`config.mk`:
```
export PLATFORM = sky130hd
export DESIGN_NAME = dsa_signature_generator_flat
export DESIGN_NICKNAME = d
export VERILOG_FILES = /design/src/dsasg_pkg.sv /design/src/dsasg_in_if.sv /design/src/dsasg_out_if.sv /design/src/dsasg_cfg_if.sv /design/src/dsa_signature_generator.sv /design/src/flat_wrapper.sv
export SDC_FILE = /design/constraint.sdc
export NUM_CORES = 2
export LEC_CHECK = 0
export BUFFER_PORTS_ARGS = -buffer_cell sky130_fd_sc_hd__buf_2
export CAP_MARGIN = 20
export CORE_UTILIZATION = 45
export DETAILED_ROUTE_END_ITERATION = 8
export MAX_ROUTING_LAYER = met4
export PLACE_DENSITY_LB_ADDON = 0.25
export SETUP_SLACK_MARGIN = 0.4
export SLEW_MARGIN = 20
export SYNTH_ARGS = -nofsm -noshare
export SYNTH_HDL_FRONTEND = slang
export SYNTH_SLANG_ARGS = --single-unit
export TNS_END_PERCENT = 30
```
`constraint.sdc`:
```
create_clock -name clk -period 24.9 [get_ports clk]
set_input_delay 6.225 -clock clk [delete_from_list [all_inputs] [get_ports clk]]
set_output_delay 6.225 -clock clk [all_outputs]
set_load 0.05 [all_outputs]
```
`src/dsasg_pkg.sv`:
```
// shared constants for the dsa signature generator
package dsasg_pkg;

  // width of the configuration register index
  localparam int CFG_IDX_W = 8;

  // configuration register indexes
  localparam logic [CFG_IDX_W-1:0] REG_PRIME_P     = 8'd0;
  localparam logic [CFG_IDX_W-1:0] REG_SUBGROUP_Q  = 8'd1;
  localparam logic [CFG_IDX_W-1:0] REG_GENERATOR_G = 8'd2;
  localparam logic [CFG_IDX_W-1:0] REG_PRIVATE_X   = 8'd3;

  // message hash key, sliced to the datapath width where used
  localparam logic [63:0] HASH_KEY = 64'd1234;

  // register reset values
  localparam logic [63:0] RST_PRIME_P     = 64'd71;
  localparam logic [63:0] RST_SUBGROUP_Q  = 64'd7;
  localparam logic [63:0] RST_GENERATOR_G = 64'd30;
  localparam logic [63:0] RST_PRIVATE_X   = 64'd3;

endpackage

```
`src/dsasg_in_if.sv`:
```
// input channel: message word and nonce
interface dsasg_in_if #(parameter int WIDTH = 32);
  logic             valid;
  logic             ready;
  logic [WIDTH-1:0] message;
  logic [WIDTH-1:0] nonce_k;

  modport source (output valid, output message, output nonce_k, input ready);
  modport sink (input valid, input message, input nonce_k, output ready);
endinterface

```
`src/dsasg_out_if.sv`:
```
// result channel: signature pair and bad flag
interface dsasg_out_if #(parameter int WIDTH = 32);
  logic             valid;
  logic             ready;
  logic [WIDTH-1:0] sig_r;
  logic [WIDTH-1:0] sig_s;
  logic             bad_signature;

  modport source (output valid, output sig_r, output sig_s, output bad_signature, input ready);
  modport sink (input valid, input sig_r, input sig_s, input bad_signature, output ready);
endinterface

```
`src/dsasg_cfg_if.sv`:
```
// configuration write channel
interface dsasg_cfg_if
  import dsasg_pkg::*;
#(parameter int WIDTH = 32);
  logic                 valid;
  logic                 ready;
  logic [CFG_IDX_W-1:0] index;
  logic [WIDTH-1:0]     data;

  modport source (output valid, output index, output data, input ready);
  modport sink (input valid, input index, input data, output ready);
endinterface

```
`src/dsa_signature_generator.sv`:
```
// dsa signature generator top level with shared modular arithmetic unit
//
// One signature per input beat. Reductions, divisions and modular products
// run through one shared unit with a single add, compare and conditional
// subtract: a reduction or a division takes one step per dividend bit, a
// modular product a doubling and an add step per multiplier bit, and every
// operation adds a load and a capture. The exponentiation g^k mod p does a
// square and, for each set bit of k, a multiply over all WIDTH bits of k;
// the inverse of k takes a division and a product per Euclid round; the
// rest is five reductions and two products. The input is not ready until
// the result has been moved into the output register; a finished result
// may wait there while the next beat is taken. Configuration writes are
// always accepted and take effect at once.
module dsa_signature_generator
  import dsasg_pkg::*;
#(
  parameter int WIDTH = 32
) (
  input  logic        clk,
  input  logic        rst_n,
  dsasg_in_if.sink    in_ch,
  dsasg_out_if.source out_ch,
  dsasg_cfg_if.sink   cfg_ch
);

  localparam int CW = (WIDTH > 1) ? $clog2(WIDTH) : 1;
  localparam logic [CW-1:0] CNT_LAST = CW'(WIDTH - 1);

  localparam logic OP_DIV = 1'b0;
  localparam logic OP_MUL = 1'b1;

  localparam logic [3:0] S_IDLE    = 4'd0;
  localparam logic [3:0] S_GRED    = 4'd1;
  localparam logic [3:0] S_POW_SQ  = 4'd2;
  localparam logic [3:0] S_POW_MUL = 4'd3;
  localparam logic [3:0] S_RRED    = 4'd4;
  localparam logic [3:0] S_KRED    = 4'd5;
  localparam logic [3:0] S_EUC_DIV = 4'd6;
  localparam logic [3:0] S_EUC_MUL = 4'd7;
  localparam logic [3:0] S_HRED    = 4'd8;
  localparam logic [3:0] S_XRED    = 4'd9;
  localparam logic [3:0] S_XR      = 4'd10;
  localparam logic [3:0] S_SIG     = 4'd11;
  localparam logic [3:0] S_OUT     = 4'd12;

  // configuration registers
  logic [WIDTH-1:0] p_r, q_r, g_r, x_r;

  // sequencer and working values
  logic [3:0]       state_r;
  logic             run_r;
  logic [CW-1:0]    pbit_r;
  logic [WIDTH-1:0] msg_r, k_r, gb_r, e_r, r_r;
  logic [WIDTH-1:0] r0_r, r1_r, t0_r, t1_r, qt_r, nr_r;
  logic [WIDTH-1:0] hq_r, xq_r, tv_r, s_r;
  logic             ok_r;

  // shared unit
  logic             busy_r, op_r, ph_r;
  logic [CW-1:0]    cnt_r;
  logic [WIDTH-1:0] u_a_r, u_b_r, u_m_r, u_acc_r;

  // output register
  logic             out_valid_r;
  logic [WIDTH-1:0] out_r_r, out_s_r;
  logic             out_bad_r;

  // unit step: x = op1 + op2, then one conditional subtract of m
  logic             bitin;
  logic [WIDTH:0]   op1, op2, usum, ured;
  logic             uge, ulast;

  always_comb begin
    bitin = (op_r == OP_DIV) ? u_b_r[WIDTH-1] : 1'b0;
    if (op_r == OP_MUL && ph_r) begin
      op1 = {1'b0, u_acc_r};
      op2 = u_b_r[WIDTH-1] ? {1'b0, u_a_r} : '0;
    end else begin
      op1 = {u_acc_r, bitin};
      op2 = '0;
    end
    usum  = op1 + op2;
    uge   = usum >= {1'b0, u_m_r};
    ured  = uge ? (usum - {1'b0, u_m_r}) : usum;
    ulast = (cnt_r == CNT_LAST) && (op_r == OP_DIV || ph_r);
  end

  // operand selection for the operation of each state
  logic             ld_op, uses_unit, ld_en, fin;
  logic [WIDTH-1:0] ld_a, ld_b, ld_m;

  always_comb begin
    ld_op     = OP_DIV;
    ld_a      = '0;
    ld_b      = '0;
    ld_m      = q_r;
    uses_unit = 1'b1;
    case (state_r)
      S_GRED:    begin ld_b = g_r; ld_m = p_r; end
      S_POW_SQ:  begin ld_op = OP_MUL; ld_a = e_r; ld_b = e_r; ld_m = p_r; end
      S_POW_MUL: begin ld_op = OP_MUL; ld_a = e_r; ld_b = gb_r; ld_m = p_r; end
      S_RRED:    ld_b = e_r;
      S_KRED:    ld_b = k_r;
      S_EUC_DIV: begin ld_b = r0_r; ld_m = r1_r; end
      S_EUC_MUL: begin ld_op = OP_MUL; ld_a = t1_r; ld_b = qt_r; end
      S_HRED:    ld_b = msg_r ^ HASH_KEY[WIDTH-1:0];
      S_XRED:    ld_b = x_r;
      S_XR:      begin ld_op = OP_MUL; ld_a = xq_r; ld_b = r_r; end
      S_SIG:     begin ld_op = OP_MUL; ld_a = t0_r; ld_b = tv_r; end
      default:   uses_unit = 1'b0;
    endcase
    ld_en = uses_unit && !run_r && !(state_r == S_EUC_DIV && r1_r == '0);
    fin   = run_r && !busy_r;
  end

  // combinational helpers at capture
  logic [WIDTH-1:0] nt;
  logic [WIDTH:0]   tsum;
  logic [WIDTH-1:0] tmod;

  always_comb begin
    nt   = (t0_r >= u_acc_r) ? (t0_r - u_acc_r) : (t0_r + (q_r - u_acc_r));
    tsum = {1'b0, hq_r} + {1'b0, u_acc_r};
    tmod = (tsum >= {1'b0, q_r}) ? WIDTH'(tsum - {1'b0, q_r}) : tsum[WIDTH-1:0];
  end

  assign in_ch.ready = (state_r == S_IDLE);
  assign cfg_ch.ready = 1'b1;
  assign out_ch.valid = out_valid_r;
  assign out_ch.sig_r = out_r_r;
  assign out_ch.sig_s = out_s_r;
  assign out_ch.bad_signature = out_bad_r;

  always_ff @(posedge clk) begin
    if (!rst_n) begin
      p_r <= RST_PRIME_P[WIDTH-1:0];
      q_r <= RST_SUBGROUP_Q[WIDTH-1:0];
      g_r <= RST_GENERATOR_G[WIDTH-1:0];
      x_r <= RST_PRIVATE_X[WIDTH-1:0];
    end else if (cfg_ch.valid) begin
      case (cfg_ch.index)
        REG_PRIME_P:     p_r <= cfg_ch.data;
        REG_SUBGROUP_Q:  q_r <= cfg_ch.data;
        REG_GENERATOR_G: g_r <= cfg_ch.data;
        REG_PRIVATE_X:   x_r <= cfg_ch.data;
        default: ;
      endcase
    end
  end

  // shared unit
  always_ff @(posedge clk) begin
    if (!rst_n) begin
      busy_r <= 1'b0;
    end else if (ld_en) begin
      busy_r <= 1'b1;
    end else if (busy_r && ulast) begin
      busy_r <= 1'b0;
    end
    if (ld_en) begin
      op_r    <= ld_op;
      u_a_r   <= ld_a;
      u_b_r   <= ld_b;
      u_m_r   <= ld_m;
      u_acc_r <= '0;
      cnt_r   <= '0;
      ph_r    <= 1'b0;
    end else if (busy_r) begin
      u_acc_r <= ured[WIDTH-1:0];
      if (op_r == OP_DIV) begin
        // quotient bits enter as the dividend bits leave
        u_b_r <= {u_b_r[WIDTH-2:0], uge};
        cnt_r <= cnt_r + 1'b1;
      end else if (!ph_r) begin
        ph_r <= 1'b1;
      end else begin
        ph_r  <= 1'b0;
        u_b_r <= {u_b_r[WIDTH-2:0], 1'b0};
        cnt_r <= cnt_r + 1'b1;
      end
    end
  end

  // sequencer
  always_ff @(posedge clk) begin
    if (!rst_n) begin
      state_r     <= S_IDLE;
      run_r       <= 1'b0;
      out_valid_r <= 1'b0;
    end else begin
      if (out_valid_r && out_ch.ready) out_valid_r <= 1'b0;
      if (ld_en) run_r <= 1'b1;
      if (fin) run_r <= 1'b0;
      case (state_r)
        S_IDLE: begin
          if (in_ch.valid) begin
            msg_r <= in_ch.message;
            k_r   <= in_ch.nonce_k;
            s_r   <= '0;
            if (p_r == '0 || q_r == '0) begin
              r_r     <= '0;
              ok_r    <= 1'b0;
              state_r <= S_OUT;
            end else begin
              state_r <= S_GRED;
            end
          end
        end
        S_GRED: if (fin) begin
          gb_r    <= u_acc_r;
          e_r     <= (p_r == WIDTH'(1)) ? '0 : WIDTH'(1);
          pbit_r  <= CNT_LAST;
          state_r <= S_POW_SQ;
        end
        S_POW_SQ: if (fin) begin
          e_r <= u_acc_r;
          if (k_r[pbit_r]) begin
            state_r <= S_POW_MUL;
          end else if (pbit_r == '0) begin
            state_r <= S_RRED;
          end else begin
            pbit_r <= pbit_r - 1'b1;
          end
        end
        S_POW_MUL: if (fin) begin
          e_r <= u_acc_r;
          if (pbit_r == '0) begin
            state_r <= S_RRED;
          end else begin
            pbit_r  <= pbit_r - 1'b1;
            state_r <= S_POW_SQ;
          end
        end
        S_RRED: if (fin) begin
          r_r     <= u_acc_r;
          state_r <= S_KRED;
        end
        S_KRED: if (fin) begin
          r0_r    <= q_r;
          r1_r    <= u_acc_r;
          t0_r    <= '0;
          t1_r    <= (q_r == WIDTH'(1)) ? '0 : WIDTH'(1);
          state_r <= S_EUC_DIV;
        end
        S_EUC_DIV: begin
          if (!run_r && r1_r == '0) begin
            // gcd found: inverse exists only when it is one
            ok_r    <= (r0_r == WIDTH'(1));
            state_r <= (r0_r == WIDTH'(1)) ? S_HRED : S_OUT;
          end else if (fin) begin
            qt_r    <= u_b_r;
            nr_r    <= u_acc_r;
            state_r <= S_EUC_MUL;
          end
        end
        S_EUC_MUL: if (fin) begin
          r0_r    <= r1_r;
          r1_r    <= nr_r;
          t0_r    <= t1_r;
          t1_r    <= nt;
          state_r <= S_EUC_DIV;
        end
        S_HRED: if (fin) begin
          hq_r    <= u_acc_r;
          state_r <= S_XRED;
        end
        S_XRED: if (fin) begin
          xq_r    <= u_acc_r;
          state_r <= S_XR;
        end
        S_XR: if (fin) begin
          tv_r    <= tmod;
          state_r <= S_SIG;
        end
        S_SIG: if (fin) begin
          s_r     <= u_acc_r;
          state_r <= S_OUT;
        end
        S_OUT: begin
          if (!out_valid_r) begin
            out_valid_r <= 1'b1;
            out_r_r     <= r_r;
            out_s_r     <= s_r;
            out_bad_r   <= !ok_r || (r_r == '0) || (s_r == '0);
            state_r     <= S_IDLE;
          end
        end
        default: state_r <= S_IDLE;
      endcase
    end
  end

`ifndef SYNTH
  a_busy_in_run: assert property (@(posedge clk) disable iff (!rst_n) busy_r |-> run_r)
    else $error("unit busy outside an operation");
  a_idle_no_run: assert property (@(posedge clk) disable iff (!rst_n)
    (state_r == S_IDLE || state_r == S_OUT) |-> !run_r)
    else $error("operation pending outside arithmetic states");
  a_unit_reduced: assert property (@(posedge clk) disable iff (!rst_n)
    fin |-> (u_acc_r < u_m_r))
    else $error("unit result not reduced");
  a_good_nonzero: assert property (@(posedge clk) disable iff (!rst_n)
    (out_valid_r && !out_bad_r) |-> (out_r_r != '0 && out_s_r != '0))
    else $error("good signature with a zero part");
`endif

endmodule

```
`src/flat_wrapper.sv`:
```
// flat-port wrapper written by rule: the top's interface ports become plain ports
module dsa_signature_generator_flat import dsasg_pkg::*;
#(
  parameter int WIDTH = 32
)
  (clk, rst_n, in_ch_valid, in_ch_message, in_ch_nonce_k, in_ch_ready, out_ch_valid, out_ch_sig_r, out_ch_sig_s, out_ch_bad_signature, out_ch_ready, cfg_ch_valid, cfg_ch_index, cfg_ch_data, cfg_ch_ready);
  dsasg_in_if #(.WIDTH(WIDTH)) in_ch_i ();
  dsasg_out_if #(.WIDTH(WIDTH)) out_ch_i ();
  dsasg_cfg_if #(.WIDTH(WIDTH)) cfg_ch_i ();
  input  logic clk;
  input  logic rst_n;
  input wire logic [$bits(in_ch_i.valid)-1:0] in_ch_valid;
  input wire logic [$bits(in_ch_i.message)-1:0] in_ch_message;
  input wire logic [$bits(in_ch_i.nonce_k)-1:0] in_ch_nonce_k;
  output wire logic [$bits(in_ch_i.ready)-1:0] in_ch_ready;
  output wire logic [$bits(out_ch_i.valid)-1:0] out_ch_valid;
  output wire logic [$bits(out_ch_i.sig_r)-1:0] out_ch_sig_r;
  output wire logic [$bits(out_ch_i.sig_s)-1:0] out_ch_sig_s;
  output wire logic [$bits(out_ch_i.bad_signature)-1:0] out_ch_bad_signature;
  input wire logic [$bits(out_ch_i.ready)-1:0] out_ch_ready;
  input wire logic [$bits(cfg_ch_i.valid)-1:0] cfg_ch_valid;
  input wire logic [$bits(cfg_ch_i.index)-1:0] cfg_ch_index;
  input wire logic [$bits(cfg_ch_i.data)-1:0] cfg_ch_data;
  output wire logic [$bits(cfg_ch_i.ready)-1:0] cfg_ch_ready;
  assign in_ch_i.valid = in_ch_valid;
  assign in_ch_i.message = in_ch_message;
  assign in_ch_i.nonce_k = in_ch_nonce_k;
  assign in_ch_ready = in_ch_i.ready;
  assign out_ch_valid = out_ch_i.valid;
  assign out_ch_sig_r = out_ch_i.sig_r;
  assign out_ch_sig_s = out_ch_i.sig_s;
  assign out_ch_bad_signature = out_ch_i.bad_signature;
  assign out_ch_i.ready = out_ch_ready;
  assign cfg_ch_i.valid = cfg_ch_valid;
  assign cfg_ch_i.index = cfg_ch_index;
  assign cfg_ch_i.data = cfg_ch_data;
  assign cfg_ch_ready = cfg_ch_i.ready;
  dsa_signature_generator #(.WIDTH(WIDTH)) u_core (.clk(clk), .rst_n(rst_n), .in_ch(in_ch_i), .out_ch(out_ch_i), .cfg_ch(cfg_ch_i));
endmodule
```
-- Word level (Yosys, flattened, before mapping)
Index checks and enable logic that the tools add are counted.
- output and inout port bits: 68
- input bits: 109
- bits in registers: 821
- bitwise operators: 5
- reduce and logical (&&, ||, !) cells: 61
- equal/unequal tests: 40
- add/subtract/negate cells: 9
- muxes and demuxes: 76
- magnitude comparators: 4
- operators by type and width (kind ; count):
    $mux W32 ; 20
    $pmux W32 S2 ; 8
    $pmux W32 S10 ; 1
    $logic_not A32 Y1 ; 5
    $pmux W32 S4 ; 1
    $sub A32 B32 Y32 ; 4
    $eq A32 B1 Y1 const B ; 3
    $ge A33 B32 Y1 ; 2
    $mux W33 ; 2
    $mux W4 ; 16
    $pmux W4 S12 ; 1
    $mux W5 ; 7
    $add A32 B32 Y33 ; 1
    $add A33 B33 Y33 ; 1
    $add A32 B32 Y32 ; 1
    $ge A32 B32 Y1 ; 1
    $ne A2 B1 Y1 const B ; 13
    $eq A4 B4 Y1 const B ; 5
    $reduce_and A3 Y1 ; 6
    $eq A4 B3 Y1 const B ; 4
    $eq A8 B2 Y1 const B ; 2
    $reduce_and A4 Y1 ; 4
    $mux W1 ; 15
    $pmux W5 S3 ; 1
    other kinds (32) ; 71

-- Logic depth before layout (Yosys ltp)
- word-level depth: 7
- mapped depth: 27
- depth with buffers taken out: 24

-- Worst setup path before layout
No wires, ideal clock.
- path kind: input-to-reg
- from: in rst_n
- to: reg u_core.k_r[0], enable pin
- setup time: 644 ps
- required time: 24256 ps
- arrival time: 12360 ps
- buffers on the path: 0
- slack: 11896 ps
- stages on the path: 2
- path through: nand2_1 -> nor4_1
- cells in the longest elaborated chain, start to end: 1
- RTL lines (what ; line ; RTL):
    from (decl) ; flat_wrapper.sv:11 ; input logic rst_n;
    $reduce_and A3 Y1 (no source line) ; - ;
    to (signal assigned) ; dsa_signature_generator.sv:198 ; k_r <= in_ch.nonce_k;
    to (decl) ; dsa_signature_generator.sv:53 ; logic [WIDTH-1:0] msg_r, k_r, gb_r, e_r, r_r;
Every way passes these cells.
A chain may end at the register's enable or synchronous reset.

-- Final worst setup path
- from: in rst_n
- to: reg u_core.t1_r[3], enable pin
- cells in the longest elaborated chain, start to end: 1
- RTL lines (what ; line ; RTL):
    $reduce_and A4 Y1 (no source line) ; - ;
    to (signal assigned) ; dsa_signature_generator.sv:242 ; t1_r <= (q_r == WIDTH'(1)) ? '0 : WIDTH'(1);
    to (signal assigned) ; dsa_signature_generator.sv:260 ; t1_r <= nt;
    to (decl) ; dsa_signature_generator.sv:54 ; logic [WIDTH-1:0] r0_r, r1_r, t0_r, t1_r, qt_r, nr_r;
Every way passes these cells.

==> metrics.md <==
| Metric | Value |
|---|---|
| Fin cells | approximately 5600 |
| Hold Violations, Final | 0 |
| Setup WS post-layout | between 15 and 20 ns |
| Final antenna-violating net count | 0 |
| Ys async rst share | 0% |
| Total grt overflow | 0 |
| Crit path DAT | between 8 and 9 ns |
| Number of global-route vias before repair | approximately 32000 |
| Pwr/cell area | 118 nW/µm² |
| Total power | 5.70 mW |
| GR Util All Layers | between 30 and 40% |
| Yosys warning count | 0 |
| Die Footprint | 97500 µm² |
| Clock Path Buffers | 3 |
| DIE HEIGHT | 312 µm |
| Detailed placement HPWL | 118 mm |
| CTS root buffer | clkbuf_16 |
| Skew final | between 0.04 and 0.05 ns |
| TritonCTS clock tree | built |
| Cells after synthesis | ~4000 |
| Number of DRC markers in iteration 0 | about 5300 |
| Post-route minimum period | 8.71 ns |
| Syn nets | around 4500 |
| Status | finished clean |
| Seq/Total Area, Yosys | around 53% |
| Router iterations before antenna repair | 8 |
| Req. time, crit path | ~25 ns |
| Startpoint Class | primary input |
| Peak VDD IR | 0.101 mV |
| Synth Register Bits | between 800 and 900 |
| Initial antenna violation count | 12 |
| Boundary Pins | roughly 180 |
| Top cells by count, synth | 648 x edfxtp_1, 523 x nand2_1, 348 x a21oi_1, 253 x nor2_1, 244 x inv_1 |
| # setup viols final | 0 |
| # rows | between 100 and 150 |
| Sink Count | 821 |
| Placed inst area | ~45000 µm² |
| RD Place Congestion | about 1 |
| Core Box Area | 95200 µm² |
| Crit. End Element | flip-flop |
| WHS | approximately 0.44 ns |
| Hold Crit Class | flip-flop to flip-flop |
| Hold buffers post-CTS | 0 |
| Share of cells above drive strength 1 | about a tenth |
| First-pass GRT wire length | between 200 and 250 mm |
| Final slew viol count | 0 |
| Number of synthesized flops with an enable pin | approximately 650 |
| Max Cap Viol | 0 |
| Nets | about 4600 |
| Tightest Pin Transition | between 1 and 1.5 ns |
| Initial core utilization | 45.5% |
| Layout Area Growth over Synthesis | 11.9% |
| Routed wire length | approximately 160 mm |
| Static leakage | 18.1 nW |
| Clk_lat worst skew | around 0.7 ns |
| Port Buf Inserts | 175 |
| Slew HR | 17.3% |
| Drt drc | 0 |
| CTS clock-pin slew for the worst setup and hold paths | ~0.070 ns |
| Largest cells by area after synthesis | edfxtp_1 45%, dfxtp_1 8.0%, ha_1 5.6%, nand2_1 4.5%, a21oi_1 4.0% |
| Setup TNS Final | 0 ns |
| Most used DFF post-synth | edfxtp_1 |
| Crit-path max FO | 67 |
| Syn_area_per_cell | between 10 and 15 µm² |
| Cell area after layout | 48400 µm² |
| Final Util | roughly half |
| Resized cells post-CTS | 0 |
| Mapped Area | 43300 µm² |
| Final period utilization | 35.0% |
| Largest net degree at the start of global routing | ~100 |
| Count leader, synth | edfxtp_1 |
| Setup WS pre-CTS | 15.61 ns |
| Top-area cell type share of the netlist area | ~45% |
| CP Class | primary input to flip-flop |
| CTS H-tree lvls | 3 |
| Num CTS Buffers | between 80 and 90 |
| Via count | between 30000 and 40000 |
| Vias/cell | approximately 6.3 |
| Unrepaired setup endpoints after global routing | no |
| Routed WL per cell | between 20 and 30 µm |
| Cell taking the most area after synthesis | edfxtp_1 |
| Post-CTS setup repair buffer count | 0 |
| Overall die width | 312 µm |
| Dpl cells | between 5000 and 6000 |
| Fmax | 0.115 GHz |
| Netlist cell types | between 80 and 90 |
-- cell families (layout without fill, tap and decap cells) --
group	count (synthesis)	after routing	share of synthesized area (%)
AOI/OAI and AO/OA	1085	1085	16.7
xor gates and xnor gates	171	171	3.46
adders and majority gates	231	231	7.30
buffers and inverters	456	642	4.06
DFF	821	821	52.9
muxes	40	40	1.42
other	1	21	0.00866
and+or+nand+nor	1313	1313	14.1
-- worst max-delay path, stage by stage --
cell     delay (ns)
buf_2          0.53
nand2_1        0.38
nor2_4         0.15
buf_4          0.74
buf_4          0.80
-- cell type report --
type	count	area, µm²
fillers	8511	46700
flip-flops and latches	821	22900
multi-input cells	2841	18800
clock buffers	125	2450
well taps	1265	1580
repair buffers	233	1320
inverters	245	927
clock inverters	39	414
diodes	20	50.0
-- final timing paths --
| path | slack, ns | startpoint | cells after the start | endpoint |
|---|---|---|---|---|
| hold reg to reg | 0.44 | u_core.u_b_r[12] | 0 | u_core.qt_r[12] |
| setup reg to reg | 17.10 | u_core.u_acc_r[1] | 23 | u_core.u_acc_r[24] |
| hold / removal | 0.44 | u_core.u_b_r[12] | 0 | u_core.qt_r[12] |
| setup / recovery | 16.19 | rst_n | 5 | u_core.t1_r[3] |
-- layout by cell type (no fill, tap or decap), types with 117 or more instances in the layout --
cell      synthesis  layout
edfxtp_1        648     648
xnor2_1         117     117
o21ai_0         195     195
nor2_1          253     244
a21oi_1         348     347
inv_1           244     243
nand2_1         523     523
dfxtp_1         173     171
buf_2             7     175
ha_1            195     195
-- per-layer routing --
metal | global-route usage (%) | vias up | share of wire (%)
met1 | 42.2 | 17000 | 38
met2 | 50.0 | 2034 | 45
met3 | 7.50 | 380 | 11
met5 | - | - | 0
li1 | - | 15600 | -
met4 | 16.5 | 0 | 5.6
-- power by group --
part	internal (mW)	switching (mW)
Clock	0.753	0.572
Sequential	1.75	0.137
Combinational	0.883	1.61
Total	3.39	2.32
Power figures use the tool's default switching activity.
